[src/sv/h2c_pkg.sv]
// ----------------------------------------------------------------------------
// h2c_pkg
// shared widths, constants and types of the hsl to cmyk pixel converter
// ----------------------------------------------------------------------------
package h2c_pkg;

   localparam int unsigned PIX_W = 8;
   localparam int unsigned LANES = 3;

   // q, p and their difference over 255*255
   localparam int unsigned FRAC_W = 17;
   // channels over 255*255*128
   localparam int unsigned CHAN_W = 23;
   localparam int unsigned CH_SHIFT = 7;
   localparam int unsigned NUM_W = 32;
   localparam int unsigned DVS_W = CHAN_W + 1;
   localparam int unsigned KEYP_W = CHAN_W - CH_SHIFT;
   localparam int unsigned HPOS_W = 10;
   localparam int unsigned WGT_W = 8;

   localparam int unsigned RGB_STAGES = 2;
   localparam int unsigned NORM_STAGES = 2;
   localparam int unsigned FRONT_STAGES = RGB_STAGES + NORM_STAGES;
   localparam int unsigned DIV_STAGES = PIX_W;
   localparam int unsigned STAGES = FRONT_STAGES + DIV_STAGES;

   typedef logic [PIX_W-1:0] pix_type;
   typedef logic [FRAC_W-1:0] frac_type;
   typedef logic [CHAN_W-1:0] chan_type;
   typedef logic [NUM_W-1:0] num_type;
   typedef logic [DVS_W-1:0] dvs_type;
   typedef logic [KEYP_W-1:0] keyp_type;
   typedef logic [HPOS_W-1:0] hpos_type;
   typedef logic [WGT_W-1:0] wgt_type;

   localparam pix_type PIX_MAX = 8'd255;
   localparam pix_type LIGHT_HALF = 8'd128;

   // hue position over 768
   localparam hpos_type HUE_SIXTH = 10'd128;
   localparam hpos_type HUE_THIRD = 10'd256;
   localparam hpos_type HUE_HALF = 10'd384;
   localparam hpos_type HUE_TWO_THIRDS = 10'd512;
   localparam hpos_type HUE_TURN = 10'd768;

   localparam chan_type CH_DEN = 23'd8323200;
   // half of 255*128, rounds the key
   localparam chan_type KEY_BIAS = 23'd16320;

   // lane 0 red / cyan, lane 1 green / magenta, lane 2 blue / yellow
   typedef chan_type [LANES-1:0] rgb_type;

   typedef struct packed {
      num_type [LANES-1:0] numer;
      dvs_type divisor;
      keyp_type key_pre;
      logic black;
   } norm_type;

   typedef struct packed {
      pix_type cyan;
      pix_type magenta;
      pix_type yellow;
      pix_type key_black;
   } cmyk_type;

endpackage

[src/sv/h2c_if.sv]
// ----------------------------------------------------------------------------
// h2c_req_if / h2c_rsp_if
// valid/ready channels carrying one hsl word in and one cmyk word out
// ----------------------------------------------------------------------------
interface h2c_req_if import h2c_pkg::*; ();
   logic valid;
   logic ready;
   pix_type hue;
   pix_type saturation;
   pix_type lightness;

   modport source (output valid, hue, saturation, lightness, input ready);
   modport sink (input valid, hue, saturation, lightness, output ready);
endinterface

interface h2c_rsp_if import h2c_pkg::*; ();
   logic valid;
   logic ready;
   pix_type cyan;
   pix_type magenta;
   pix_type yellow;
   pix_type key_black;

   modport source (output valid, cyan, magenta, yellow, key_black, input ready);
   modport sink (input valid, cyan, magenta, yellow, key_black, output ready);
endinterface

[src/sv/h2c_rgb.sv]
// ----------------------------------------------------------------------------
// h2c_rgb
// two stages: hsl to q/p and hue weights, then the three rgb channels
// ----------------------------------------------------------------------------
module h2c_rgb import h2c_pkg::*; (
   input  logic                  clock,
   input  logic [RGB_STAGES-1:0] en,
   input  pix_type               hue,
   input  pix_type               saturation,
   input  pix_type               lightness,
   output rgb_type               rgb
);

   function automatic wgt_type weight_of(input hpos_type t);
      hpos_type fall;
      fall = HUE_TWO_THIRDS - t;
      if (t < HUE_SIXTH) begin
         weight_of = wgt_type'(t);
      end else if (t < HUE_HALF) begin
         weight_of = wgt_type'(HUE_SIXTH);
      end else if (t < HUE_TWO_THIRDS) begin
         weight_of = wgt_type'(fall);
      end else begin
         weight_of = '0;
      end
   endfunction

   logic [2*PIX_W-1:0] ls;
   frac_type l255, s255, ls_w;
   frac_type p_in, d_in, p_ff, d_ff;
   hpos_type th, t_red, t_blue;
   hpos_type t_pos [LANES];
   wgt_type w_ff [LANES];
   rgb_type rgb_ff;

   assign ls = lightness * saturation;
   assign ls_w = frac_type'(ls);
   assign l255 = frac_type'({lightness, {PIX_W{1'b0}}}) - frac_type'(lightness);
   assign s255 = frac_type'({saturation, {PIX_W{1'b0}}}) - frac_type'(saturation);

   // d is q - p
   always_comb begin
      if (lightness < LIGHT_HALF) begin
         p_in = l255 - ls_w;
         d_in = {ls_w[FRAC_W-2:0], 1'b0};
      end else begin
         p_in = l255 + ls_w - s255;
         d_in = frac_type'({s255 - ls_w, 1'b0});
      end
   end

   assign th = hpos_type'({hue, 1'b0}) + hpos_type'(hue);
   assign t_red = (th + HUE_THIRD > HUE_TURN) ? th + HUE_THIRD - HUE_TURN : th + HUE_THIRD;
   assign t_blue = (th < HUE_THIRD) ? th + HUE_TWO_THIRDS : th - HUE_THIRD;
   assign t_pos[0] = t_red;
   assign t_pos[1] = th;
   assign t_pos[2] = t_blue;

   always_ff @(posedge clock) begin
      if (en[0]) begin
         p_ff <= p_in;
         d_ff <= d_in;
         for (int c = 0; c < LANES; c++) begin
            w_ff[c] <= weight_of(t_pos[c]);
         end
      end
   end

   for (genvar c = 0; c < LANES; c++) begin : g_lane
      logic [FRAC_W+WGT_W-1:0] prod, sum;
      assign prod = d_ff * w_ff[c];
      assign sum = prod + (FRAC_W+WGT_W)'({p_ff, {CH_SHIFT{1'b0}}});

      always_ff @(posedge clock) begin
         if (en[1]) begin
            rgb_ff[c] <= sum[CHAN_W-1:0];
         end
      end
   end

   assign rgb = rgb_ff;

endmodule

[src/sv/h2c_norm.sv]
// ----------------------------------------------------------------------------
// h2c_norm
// two stages: brightest channel, then ink numerators, divisor and key
// ----------------------------------------------------------------------------
module h2c_norm import h2c_pkg::*; (
   input  logic                   clock,
   input  logic [NORM_STAGES-1:0] en,
   input  rgb_type                rgb,
   output norm_type               norm
);

   chan_type mx_in, mx_ff;
   rgb_type rgb_ff;
   chan_type kb;
   norm_type norm_in, norm_ff;

   always_comb begin
      mx_in = rgb[0];
      if (rgb[1] > mx_in) begin
         mx_in = rgb[1];
      end
      if (rgb[2] > mx_in) begin
         mx_in = rgb[2];
      end
   end

   always_ff @(posedge clock) begin
      if (en[0]) begin
         mx_ff <= mx_in;
         rgb_ff <= rgb;
      end
   end

   assign kb = CH_DEN - mx_ff + KEY_BIAS;

   // numerator (mx - ch) * 510 + mx, ink = numerator / (2 * mx)
   always_comb begin
      for (int c = 0; c < LANES; c++) begin
         norm_in.numer[c] = (num_type'(mx_ff - rgb_ff[c]) << 9)
                          - (num_type'(mx_ff - rgb_ff[c]) << 1)
                          + num_type'(mx_ff);
      end
      norm_in.divisor = {mx_ff, 1'b0};
      norm_in.key_pre = kb[CHAN_W-1:CH_SHIFT];
      norm_in.black = (mx_ff == '0);
   end

   always_ff @(posedge clock) begin
      if (en[1]) begin
         norm_ff <= norm_in;
      end
   end

   assign norm = norm_ff;

endmodule

[src/sv/h2c_div.sv]
// ----------------------------------------------------------------------------
// h2c_div
// restoring divider, one quotient bit per stage for three inks, with the
// key divided by 255 alongside
// ----------------------------------------------------------------------------
module h2c_div import h2c_pkg::*; (
   input  logic                  clock,
   input  logic [DIV_STAGES-1:0] en,
   input  norm_type              norm,
   output cmyk_type              cmyk
);

   num_type rem_src [DIV_STAGES][LANES];
   pix_type quo_src [DIV_STAGES][LANES];
   dvs_type dvs_src [DIV_STAGES];
   logic black_src [DIV_STAGES];

   num_type rem_ff [DIV_STAGES-1][LANES];
   pix_type quo_ff [DIV_STAGES][LANES];
   dvs_type dvs_ff [DIV_STAGES-1];
   logic black_ff [DIV_STAGES-1];

   logic [KEYP_W+PIX_W-1:0] kprod;
   keyp_type key_y_ff, kmul, krem;
   pix_type key_est_ff;
   pix_type key_ff [1:DIV_STAGES-1];

   for (genvar j = 0; j < DIV_STAGES; j++) begin : g_stage
      localparam int unsigned BIT = DIV_STAGES - 1 - j;

      if (j == 0) begin : g_head
         assign dvs_src[j] = norm.divisor;
         assign black_src[j] = norm.black;
         for (genvar c = 0; c < LANES; c++) begin : g_src
            assign rem_src[j][c] = norm.numer[c];
            assign quo_src[j][c] = '0;
         end
      end else begin : g_body
         assign dvs_src[j] = dvs_ff[j-1];
         assign black_src[j] = black_ff[j-1];
         for (genvar c = 0; c < LANES; c++) begin : g_src
            assign rem_src[j][c] = rem_ff[j-1][c];
            assign quo_src[j][c] = quo_ff[j-1][c];
         end
      end

      for (genvar c = 0; c < LANES; c++) begin : g_lane
         num_type shd, rem_in;
         pix_type quo_in;
         logic take;

         assign shd = num_type'(dvs_src[j]) << BIT;
         assign take = (rem_src[j][c] >= shd);
         assign rem_in = take ? rem_src[j][c] - shd : rem_src[j][c];
         assign quo_in = quo_src[j][c] | (take ? (pix_type'(1) << BIT) : '0);

         if (j < DIV_STAGES - 1) begin : g_mid
            always_ff @(posedge clock) begin
               if (en[j]) begin
                  rem_ff[j][c] <= rem_in;
                  quo_ff[j][c] <= quo_in;
               end
            end
         end else begin : g_last
            // no brightness at all: no ink
            always_ff @(posedge clock) begin
               if (en[j]) begin
                  quo_ff[j][c] <= black_src[j] ? '0 : quo_in;
               end
            end
         end
      end

      if (j < DIV_STAGES - 1) begin : g_ctl
         always_ff @(posedge clock) begin
            if (en[j]) begin
               dvs_ff[j] <= dvs_src[j];
               black_ff[j] <= black_src[j];
            end
         end
      end
   end

   // key = floor(y / 255): y * 257 >> 16 is low by at most one
   assign kprod = {norm.key_pre, {PIX_W{1'b0}}} + (KEYP_W+PIX_W)'(norm.key_pre);

   always_ff @(posedge clock) begin
      if (en[0]) begin
         key_y_ff <= norm.key_pre;
         key_est_ff <= kprod[KEYP_W+PIX_W-1 -: PIX_W];
      end
   end

   assign kmul = keyp_type'({key_est_ff, {PIX_W{1'b0}}}) - keyp_type'(key_est_ff);
   assign krem = key_y_ff - kmul;

   always_ff @(posedge clock) begin
      if (en[1]) begin
         key_ff[1] <= key_est_ff + pix_type'(krem >= keyp_type'(PIX_MAX));
      end
   end

   for (genvar j = 2; j < DIV_STAGES; j++) begin : g_key
      always_ff @(posedge clock) begin
         if (en[j]) begin
            key_ff[j] <= key_ff[j-1];
         end
      end
   end

   assign cmyk.cyan = quo_ff[DIV_STAGES-1][0];
   assign cmyk.magenta = quo_ff[DIV_STAGES-1][1];
   assign cmyk.yellow = quo_ff[DIV_STAGES-1][2];
   assign cmyk.key_black = key_ff[DIV_STAGES-1];

endmodule

[src/sv/hsl_to_cmyk_pixel.sv]
// ----------------------------------------------------------------------------
// hsl_to_cmyk_pixel
// an accepted word passes the rgb, norm and divider stages before its result shows on rsp_chan
// throughput: one pixel per cycle while rsp_chan is not stalled; the 8-stage ink divider sets the depth
// a stalled output holds only the stages behind it until a bubble is filled
// reset clears the stage valid bits; the data registers are not reset
// ----------------------------------------------------------------------------
module hsl_to_cmyk_pixel import h2c_pkg::*; (
   input logic        clock,
   input logic        reset,
   h2c_req_if.sink    req_chan,
   h2c_rsp_if.source  rsp_chan
);

   logic [STAGES-1:0] v_ff, v_in, en;
   rgb_type rgb;
   norm_type norm;
   cmyk_type cmyk;

   // a stage moves when the output is ready, or when it or some stage after it is empty
   for (genvar k = 0; k < STAGES; k++) begin : g_en
      assign en[k] = rsp_chan.ready || !(&v_ff[STAGES-1:k]);
   end

   always_comb begin
      v_in[0] = en[0] ? req_chan.valid : v_ff[0];
      for (int k = 1; k < STAGES; k++) begin
         v_in[k] = en[k] ? v_ff[k-1] : v_ff[k];
      end
   end

   always_ff @(posedge clock) begin
      if (reset) begin
         v_ff <= '0;
      end else begin
         v_ff <= v_in;
      end
   end

   h2c_rgb u_rgb (
      .clock      (clock),
      .en         (en[RGB_STAGES-1:0]),
      .hue        (req_chan.hue),
      .saturation (req_chan.saturation),
      .lightness  (req_chan.lightness),
      .rgb        (rgb)
   );

   h2c_norm u_norm (
      .clock (clock),
      .en    (en[FRONT_STAGES-1:RGB_STAGES]),
      .rgb   (rgb),
      .norm  (norm)
   );

   h2c_div u_div (
      .clock (clock),
      .en    (en[STAGES-1:FRONT_STAGES]),
      .norm  (norm),
      .cmyk  (cmyk)
   );

   assign req_chan.ready = en[0];
   assign rsp_chan.valid = v_ff[STAGES-1];
   assign rsp_chan.cyan = cmyk.cyan;
   assign rsp_chan.magenta = cmyk.magenta;
   assign rsp_chan.yellow = cmyk.yellow;
   assign rsp_chan.key_black = cmyk.key_black;

   a_accept_enters : assert property (@(posedge clock) disable iff (reset)
      req_chan.valid && req_chan.ready |=> v_ff[0])
      else $error("accepted word did not enter the first stage");

   a_free_output_takes : assert property (@(posedge clock) disable iff (reset)
      !rsp_chan.valid || rsp_chan.ready |-> req_chan.ready)
      else $error("input stalled while the output was free");

   a_black_no_ink : assert property (@(posedge clock) disable iff (reset)
      rsp_chan.valid && rsp_chan.key_black == PIX_MAX |->
         rsp_chan.cyan == '0 && rsp_chan.magenta == '0 && rsp_chan.yellow == '0)
      else $error("ink on a full black pixel");

   a_one_ink_zero : assert property (@(posedge clock) disable iff (reset)
      rsp_chan.valid |->
         rsp_chan.cyan == '0 || rsp_chan.magenta == '0 || rsp_chan.yellow == '0)
      else $error("brightest channel gave a nonzero ink");

endmodule
[src/flat_wrapper.sv]
// flat-port wrapper written by rule: the top's interface ports become plain ports
module hsl_to_cmyk_pixel_flat import h2c_pkg::*;
  (clock, reset, req_chan_valid, req_chan_hue, req_chan_saturation, req_chan_lightness, req_chan_ready, rsp_chan_valid, rsp_chan_cyan, rsp_chan_magenta, rsp_chan_yellow, rsp_chan_key_black, rsp_chan_ready);
  h2c_req_if req_chan_i ();
  h2c_rsp_if rsp_chan_i ();
  input logic clock;
  input logic reset;
  input wire logic [$bits(req_chan_i.valid)-1:0] req_chan_valid;
  input wire logic [$bits(req_chan_i.hue)-1:0] req_chan_hue;
  input wire logic [$bits(req_chan_i.saturation)-1:0] req_chan_saturation;
  input wire logic [$bits(req_chan_i.lightness)-1:0] req_chan_lightness;
  output wire logic [$bits(req_chan_i.ready)-1:0] req_chan_ready;
  output wire logic [$bits(rsp_chan_i.valid)-1:0] rsp_chan_valid;
  output wire logic [$bits(rsp_chan_i.cyan)-1:0] rsp_chan_cyan;
  output wire logic [$bits(rsp_chan_i.magenta)-1:0] rsp_chan_magenta;
  output wire logic [$bits(rsp_chan_i.yellow)-1:0] rsp_chan_yellow;
  output wire logic [$bits(rsp_chan_i.key_black)-1:0] rsp_chan_key_black;
  input wire logic [$bits(rsp_chan_i.ready)-1:0] rsp_chan_ready;
  assign req_chan_i.valid = req_chan_valid;
  assign req_chan_i.hue = req_chan_hue;
  assign req_chan_i.saturation = req_chan_saturation;
  assign req_chan_i.lightness = req_chan_lightness;
  assign req_chan_ready = req_chan_i.ready;
  assign rsp_chan_valid = rsp_chan_i.valid;
  assign rsp_chan_cyan = rsp_chan_i.cyan;
  assign rsp_chan_magenta = rsp_chan_i.magenta;
  assign rsp_chan_yellow = rsp_chan_i.yellow;
  assign rsp_chan_key_black = rsp_chan_i.key_black;
  assign rsp_chan_i.ready = rsp_chan_ready;
  hsl_to_cmyk_pixel u_core (.clock(clock), .reset(reset), .req_chan(req_chan_i), .rsp_chan(rsp_chan_i));
endmodule
[config.mk]
export PLATFORM = sky130hd
export DESIGN_NAME = hsl_to_cmyk_pixel_flat
export DESIGN_NICKNAME = d
export VERILOG_FILES = /design/src/sv/h2c_pkg.sv /design/src/sv/h2c_if.sv /design/src/sv/h2c_rgb.sv /design/src/sv/h2c_norm.sv /design/src/sv/h2c_div.sv /design/src/sv/hsl_to_cmyk_pixel.sv /design/src/flat_wrapper.sv
export SDC_FILE = /design/constraint.sdc
export NUM_CORES = 2
export LEC_CHECK = 0
export ABC_AREA = 0
export ABC_CLOCK_PERIOD_IN_PS = 11470
export BUFFER_PORTS_ARGS = -buffer_cell sky130_fd_sc_hd__buf_2
export CAP_MARGIN = 30
export CORE_MARGIN = 2
export CORE_UTILIZATION = 60
export CTS_BUF_LIST = sky130_fd_sc_hd__clkbuf_8
export DETAILED_ROUTE_END_ITERATION = 12
export PLACE_DENSITY = 0.76
export SKIP_CTS_REPAIR_TIMING = 1
export SYNTH_ARGS = -nofsm -noshare
export SYNTH_HDL_FRONTEND = slang
export SYNTH_SLANG_ARGS = --single-unit
export TNS_END_PERCENT = 20
[constraint.sdc]
create_clock -name clock -period 11.47 [get_ports clock]
set_input_delay 0.5735 -clock clock [delete_from_list [all_inputs] [get_ports clock]]
set_output_delay 0.5735 -clock clock [all_outputs]
set_load 0.1 [all_outputs]
== Yosys cells after proc, flatten, opt, wreduce, memory -nomap -nowiden ==
Memory sizes are Yosys's and may differ from the RTL's.
Index checks and enable logic that the tools add are counted.

* $lt $le $gt $ge: 39
* Add/subtract/negate cells: 53
* Bitwise operators: 21
* $mul: 4
* Reduce and logical (&&, ||, !) cells: 36
* Multiplexer cells: 84

{| class="wikitable"
|+ Operators with widths
! operator !! number
|-
| 2-to-1 mux 32 bit || 21
|-
| 2-to-1 mux 8 bit || 18
|-
| adder 32 x 23 -> 32 bit || 3
|-
| >= comparator 32 x 24 -> 1 bit || 3
|-
| >= comparator 32 x 25 -> 1 bit || 3
|-
| >= comparator 32 x 26 -> 1 bit || 3
|-
| >= comparator 32 x 27 -> 1 bit || 3
|-
| >= comparator 32 x 28 -> 1 bit || 3
|-
| >= comparator 32 x 29 -> 1 bit || 3
|-
| >= comparator 32 x 30 -> 1 bit || 3
|-
| >= comparator 32 x 31 -> 1 bit || 3
|-
| subtractor 32 x 25 -> 32 bit || 3
|-
| subtractor 32 x 26 -> 32 bit || 3
|-
| subtractor 32 x 27 -> 32 bit || 3
|-
| subtractor 32 x 28 -> 32 bit || 3
|-
| subtractor 32 x 29 -> 32 bit || 3
|-
| subtractor 32 x 30 -> 32 bit || 3
|-
| subtractor 32 x 31 -> 32 bit || 3
|-
| subtractor 32 bit || 3
|-
| subtractor 23 x 23 -> 24 bit || 3
|-
| adder 23 bit || 3
|-
| multiplier 17 x 8 -> 23 bit || 3
|-
| subtractor 16 bit || 4
|-
| subtractor 16 x 8 -> 16 bit || 3
|-
| 51 further kinds || 131
|}

* Flip-flop bits (word level): 366
* Memories kept: 6
* Memory bits (writable): 1119

{| class="wikitable"
|+ Memory list
! name !! depth !! bits a word !! read ports !! clocked after Yosys merged registers in !! wr ports !! RTL line !! source
|-
| u_core.u_div.rem_ff || 7 || 96 || 7 || 0 || 7 || h2c_div.sv:18 || <nowiki>num_type rem_ff [DIV_STAGES-1][LANES];</nowiki>
|-
| u_core.u_div.quo_ff || 8 || 24 || 8 || 0 || 8 || h2c_div.sv:19 || <nowiki>pix_type quo_ff [DIV_STAGES][LANES];</nowiki>
|-
| u_core.u_div.dvs_ff || 7 || 24 || 7 || 0 || 7 || h2c_div.sv:20 || <nowiki>dvs_type dvs_ff [DIV_STAGES-1];</nowiki>
|-
| u_core.u_div.key_ff || 7 || 8 || 7 || 0 || 7 || h2c_div.sv:26 || <nowiki>pix_type key_ff [1:DIV_STAGES-1];</nowiki>
|-
| u_core.u_rgb.w_ff || 3 || 8 || 3 || 0 || 3 || h2c_rgb.sv:33 || <nowiki>wgt_type w_ff [LANES];</nowiki>
|-
| u_core.u_div.black_ff || 7 || 1 || 7 || 0 || 7 || h2c_div.sv:21 || <nowiki>logic black_ff [DIV_STAGES-1];</nowiki>
|}

== Depth between registers and ports, before layout ==
* Word-level depth: 9
* Mapped depth: 27
* Gate-level depth less buffers: 26

== Cells and area by module ==
From an unflattened synthesis, not the netlist that was laid out.

* Cells, all modules: 10730
* Area, all modules: 108693.0 sq um

{| class="wikitable"
|+ Modules (own cells, without submodules)
! module !! area each (sq um) !! cells each !! instances
|-
| h2c_div || 67745.0 || 6577 || 1
|-
| h2c_rgb || 22340.2 || 2378 || 1
|-
| h2c_norm || 18098.6 || 1717 || 1
|-
| hsl_to_cmyk_pixel || 509.2 || 58 || 1
|}

== Worst setup path before layout ==
Ideal clock, no wire load.

* Path kind: register -> output
* From: reg u_core.v_ff[11]
* To: out req_chan_ready
* Cell stages (with the launch flop): 8
* Data arrival time: 10.086 ns
* Setup slack: 0.811 ns
* Data required time: 10.896 ns
* Path buffers: 0
* Cells stage by stage: dfxtp_1 -> nor2b_1 -> inv_1 -> nor2_1 -> nand3_1 -> nor2_1 -> nand4_1 -> or2_2

* Longest elaborated chain between the ends: 3

{| class="wikitable"
|+ Ends and longest elaborated chain
! what !! RTL line !! source
|-
| start: declaration || hsl_to_cmyk_pixel.sv:15 || <nowiki>logic [STAGES-1:0] v_ff, v_in, en;</nowiki>
|-
| start signal: assignment || hsl_to_cmyk_pixel.sv:36 || <nowiki>v_ff <= v_in;</nowiki>
|-
| AND reduction 12 bit || hsl_to_cmyk_pixel.sv:22 || <nowiki>assign en[k] = rsp_chan.ready || !(&v_ff[STAGES-1:k]);</nowiki>
|-
| logical NOT 1 bit || hsl_to_cmyk_pixel.sv:22 ||
|-
| logical OR 1 bit || hsl_to_cmyk_pixel.sv:22 ||
|-
| end: declaration || flat_wrapper.sv:12 || <nowiki>output wire logic [$bits(req_chan_i.ready)-1:0] req_chan_ready;</nowiki>
|}

No other way between the ends.

==> summary.md <==
| Metric | Value |
|---|---|
| Launching instance or port of the critical path | `u_core.u_norm.mx_ff[1]` |
| Final global-route overflow total | `0` |
| Post-route clock period utilization | `57.9%` |
| Crit path DAT | `7390 ps` |
| CP startpoint kind | `flip-flop` |
| Skew final | `67.0 ps` |
| Highest clock rate | `151 MHz` |
| Number of buffers added by the clock tree synthesis step | `215` |
| Number of distinct library cells after synthesis | `98` |
| Initial drt markers | `5614` |
| Combined area of the multi-input logic cells | `56200 sq um` |
| Synth area leaders | `sky130_fd_sc_hd__edfxtp_1, sky130_fd_sc_hd__ha_1, sky130_fd_sc_hd__fa_1` |
| Clock Tree Buf Depth | `3` |
| I/O pins | `62` |
| Wire length per cell after detailed routing | `22.6 microns` |
| Weighted congestion reported at the end of routability-driven placement | `1.01` |
| Endpoint class of the critical path | `flip-flop` |
| Final wirelength | `278 mm` |
| Most common cell in the synthesized netlist | `sky130_fd_sc_hd__edfxtp_1` |
| Total negative slack for setup checks | `0 ps` |
| H-tree depth | `4` |
| Filler cell count in the final layout | `13291` |
| Outcome | `finished, final reports clean` |
| Post-Syn Nets | `11239` |
| Worst reg2reg path startpoint | `u_core.u_norm.mx_ff[1]` |
| Maximum Capacitance Violations | `0` |
| Worst path required time | `12220 ps` |
| Via count of the first global-routing pass | `74390` |
| Type of the worst setup path | `reg -> reg` |
| Cell type group with the largest total delay on the critical path | `compound AO/OA/AOI/OAI gates` |
| Kind of path behind the tightest hold check | `in -> reg` |
| Critical path's largest stage delay | `690 ps` |
| Transition time of the tightest slew-check pin | `1070 ps` |
| Cell depth of the worst flop-to-flop path | `23` |
| Layout cell share with drive strength beyond 1 | `6.21%` |
| Setup Viol. Count Final | `0` |
| Termination of the worst setup path | `u_core.u_norm.norm[102]` |
| Area of the mapped netlist | `101000 sq um` |
| Total Routing Usage GR | `32.7%` |
| Register area | `39800 sq um` |
| Async S/R FF share, synth | `0%` |
| Number of nets in the finished design | `11392` |
| Synth Instances | `9777` |
| Predominant post-synthesis flop cell | `sky130_fd_sc_hd__edfxtp_1` |
| ANT nets after route | `0` |
| Hold Violations, Final | `0` |
| Per-cell via count in the routed design | `6.03` |
| Top post-synthesis cells by count | `sky130_fd_sc_hd__edfxtp_1, sky130_fd_sc_hd__ha_1, sky130_fd_sc_hd__inv_1, sky130_fd_sc_hd__nand2_1, sky130_fd_sc_hd__a21oi_1` |
| Count of flip-flops with a built-in enable after synthesis | `1318` |
| Max-slew headroom at the worst pin | `28.5%` |
| Number of rows created at floorplan | `150` |
| Clock transition time at the flip-flop clock pins of the worst setup and hold paths | `70 ps` |
| Die width | `413 microns` |
| Largest fanout of any net on the critical path | `16` |
| Fraction of the yosys area taken by sequential cells | `39.6%` |
| Buffers plus inverters on the worst setup path | `2` |
| Placed wire-length estimate | `225 mm` |
| Most area-hungry cell type in the Yosys netlist | `sky130_fd_sc_hd__edfxtp_1` |
| Portion of synthesized cell area occupied by the leading cell type | `39.4%` |
| Synth warn | `0` |
| Synthesis-stage register bit count | `1330` |
| CTS sink count | `1330` |
| Clock latency on the worst-skew pair | `1010 ps` |
| RSZ-0062 raised after global routing | `false` |
| Number of slew-limit violations in the final report | `0` |
| Area added between synthesis and finish | `7.52%` |
| Via count | `74346` |
| Number of cells on the critical path | `23` |
| Post-route minimum period | `6640 ps` |
| Reg-to-reg endpoint | `u_core.u_norm.norm[102]` |
| Number of remaining DRC errors | `0` |
| Die height | `413 microns` |
| Cell repeated most along the worst path | `sky130_fd_sc_hd__o21ai_0` |
| Pin count of the biggest net entering global routing | `88` |
| Synthesized area divided by synthesized cell count | `10.3 sq um` |
| Worst path slowest cell | `sky130_fd_sc_hd__edfxtp_1` |
| Clock Root Buffer | `sky130_fd_sc_hd__clkbuf_8` |
| Die area | `171000 sq um` |
| First-pass GRT wire length | `425 mm` |
| Number of antenna violations at the first check in global routing | `10` |
| Core area | `167000 sq um` |
| Port Buf Inserts | `61` |
| Register-to-register path setup slack | `4830 ps` |
| Router iterations before antenna repair | `7` |
| CTS tree | `yes` |
| Cells traversed along the worst timing path | `inv_1, ha_1, o21a_1, o21a_1, o2111ai_1, a31oi_1, a211oi_1, o21ba_2, o21bai_1, xor2_1, fa_1, inv_1, ha_1, o21ai_0, o21bai_1, nor3_1, o21ai_0, o311ai_4, nor2b_1, o21ai_0, a2111oi_0, nor3_1, xor2_1` |
| Initial core utilization | `60.3%` |
-- registers in the layout (all words and copies together) (netlist names) --
| signal | cells |
|---|---|
| u_core.u_div.black_ff | 7 |
| u_core.u_div.dvs_ff | 147 |
| u_core.u_div.key_est_ff | 8 |
| u_core.u_div.key_ff | 56 |
| u_core.u_div.key_y_ff | 16 |
| u_core.u_div.quo_ff | 108 |
| u_core.u_div.rem_ff | 637 |
| u_core.u_norm.mx_ff | 22 |
| u_core.u_norm.norm | 129 |
| u_core.u_norm.rgb_ff | 66 |
| u_core.u_rgb.d_ff | 16 |
| u_core.u_rgb.p_ff | 16 |
| u_core.u_rgb.rgb | 66 |
| u_core.u_rgb.w_ff | 24 |
| u_core.v_ff | 12 |
-- metrics by stage --
| stage | util (%) | hold slack (ps) | area (sq um) | cells | setup slack [ps] |
|---|---|---|---|---|---|
| after floorplan | - | 400 | 101000 | 9777 | 811 |
| after global placement | 62.0 | 402 | 103000 | 11904 | 4060 |
| after detailed placement | 62.0 | 405 | 104000 | 11910 | 4030 |
| after CTS | 64.7 | -242 | 108000 | 12303 | 4900 |
| after global routing | 64.8 | 6.66 | 108000 | 12315 | 4470 |
| final | 64.8 | 11.9 | 108000 | 12321 | 4830 |
-- per-layer routing --
| metal | global-route usage [%] | vias up | wire (microns) |
|---|---|---|---|
| met3 | 4.87 | 641 | 16200 |
| met1 | 39.8 | 35992 | 110000 |
| met2 | 56.2 | 2526 | 136000 |
| met4 | 17.4 | 0 | 16300 |
| met5 | 0 | - | 0 |
| li1 | - | 35187 | - |
-- worst min path at each step --
stage                          startpoint                         end  slack [ps]  depth (start not counted)
4_1_cts                    req_chan_valid              u_core.v_ff[0]        -240                          3
6_report                   rsp_chan_ready             u_core.v_ff[11]          10                          4
3_3_place_gp    u_core.u_div.quo_ff[1][6]  u_core.u_div.quo_ff[1][30]         400                          0
3_5_place_dp   u_core.u_div.quo_ff[0][30]  u_core.u_div.quo_ff[0][54]         400                          0
2_1_floorplan       u_core.u_norm.norm[0]    u_core.u_div.black_ff[0]         400                          0
5_1_grt                    rsp_chan_ready             u_core.v_ff[11]           7                          4
-- layout by cell type, fill, tap and decap left out, types with 62 or more instances in the layout --
cell type	instances
sky130_fd_sc_hd__edfxtp_1	1318
sky130_fd_sc_hd__inv_1	1075
sky130_fd_sc_hd__ha_1	1045
sky130_fd_sc_hd__nand2_1	842
sky130_fd_sc_hd__a21oi_1	666
sky130_fd_sc_hd__o21ai_0	576
sky130_fd_sc_hd__nor2_1	542
sky130_fd_sc_hd__xnor2_1	457
sky130_fd_sc_hd__fa_1	389
sky130_fd_sc_hd__a21o_1	305
sky130_fd_sc_hd__xor2_1	286
sky130_fd_sc_hd__and2_1	263
sky130_fd_sc_hd__clkbuf_8	222
sky130_fd_sc_hd__nor3_1	167
sky130_fd_sc_hd__o21a_1	141
sky130_fd_sc_hd__nand3_1	139
sky130_fd_sc_hd__nand2b_1	133
sky130_fd_sc_hd__nor2b_1	118
sky130_fd_sc_hd__nand4_1	83
sky130_fd_sc_hd__o21bai_1	81
sky130_fd_sc_hd__mux2_2	80
sky130_fd_sc_hd__or3_1	68
sky130_fd_sc_hd__a31oi_1	68
sky130_fd_sc_hd__buf_4	68
sky130_fd_sc_hd__o31ai_1	62
sky130_fd_sc_hd__buf_2	62
-- layout make-up --
| type | count | area share (%) |
|---|---|---|
| Timing Repair Buffer | 139 | 0.924 |
| Clock buffer | 222 | 2.83 |
| Sequential cell | 1330 | 36.8 |
| Multi-Input combinational cell | 7211 | 52.0 |
| Inverter | 1033 | 3.60 |
| Clock inverter | 171 | 1.28 |
| Antenna cell | 11 | 0.0255 |
| Tap cell | 2204 | 2.55 |
-- worst min-delay path, delay by kind of cell --
| family | cells | cell delay [ps] |
|---|---|---|
| buffers and inverters | 1 | 80 |
| and+or+nand+nor | 3 | 290 |
-- cell families after synthesis --
group / synth area share, %
flops: 39.6
buf+inv: 4.69
fa+ha+maj: 20.8
mux: 1.45
simple gates: 12.4
xor+xnor: 6.54
compound gates: 14.5
Power is left out: the tool's default activity adds up to more than one toggle a clock period on the data nets, which glitch-free logic cannot reach.
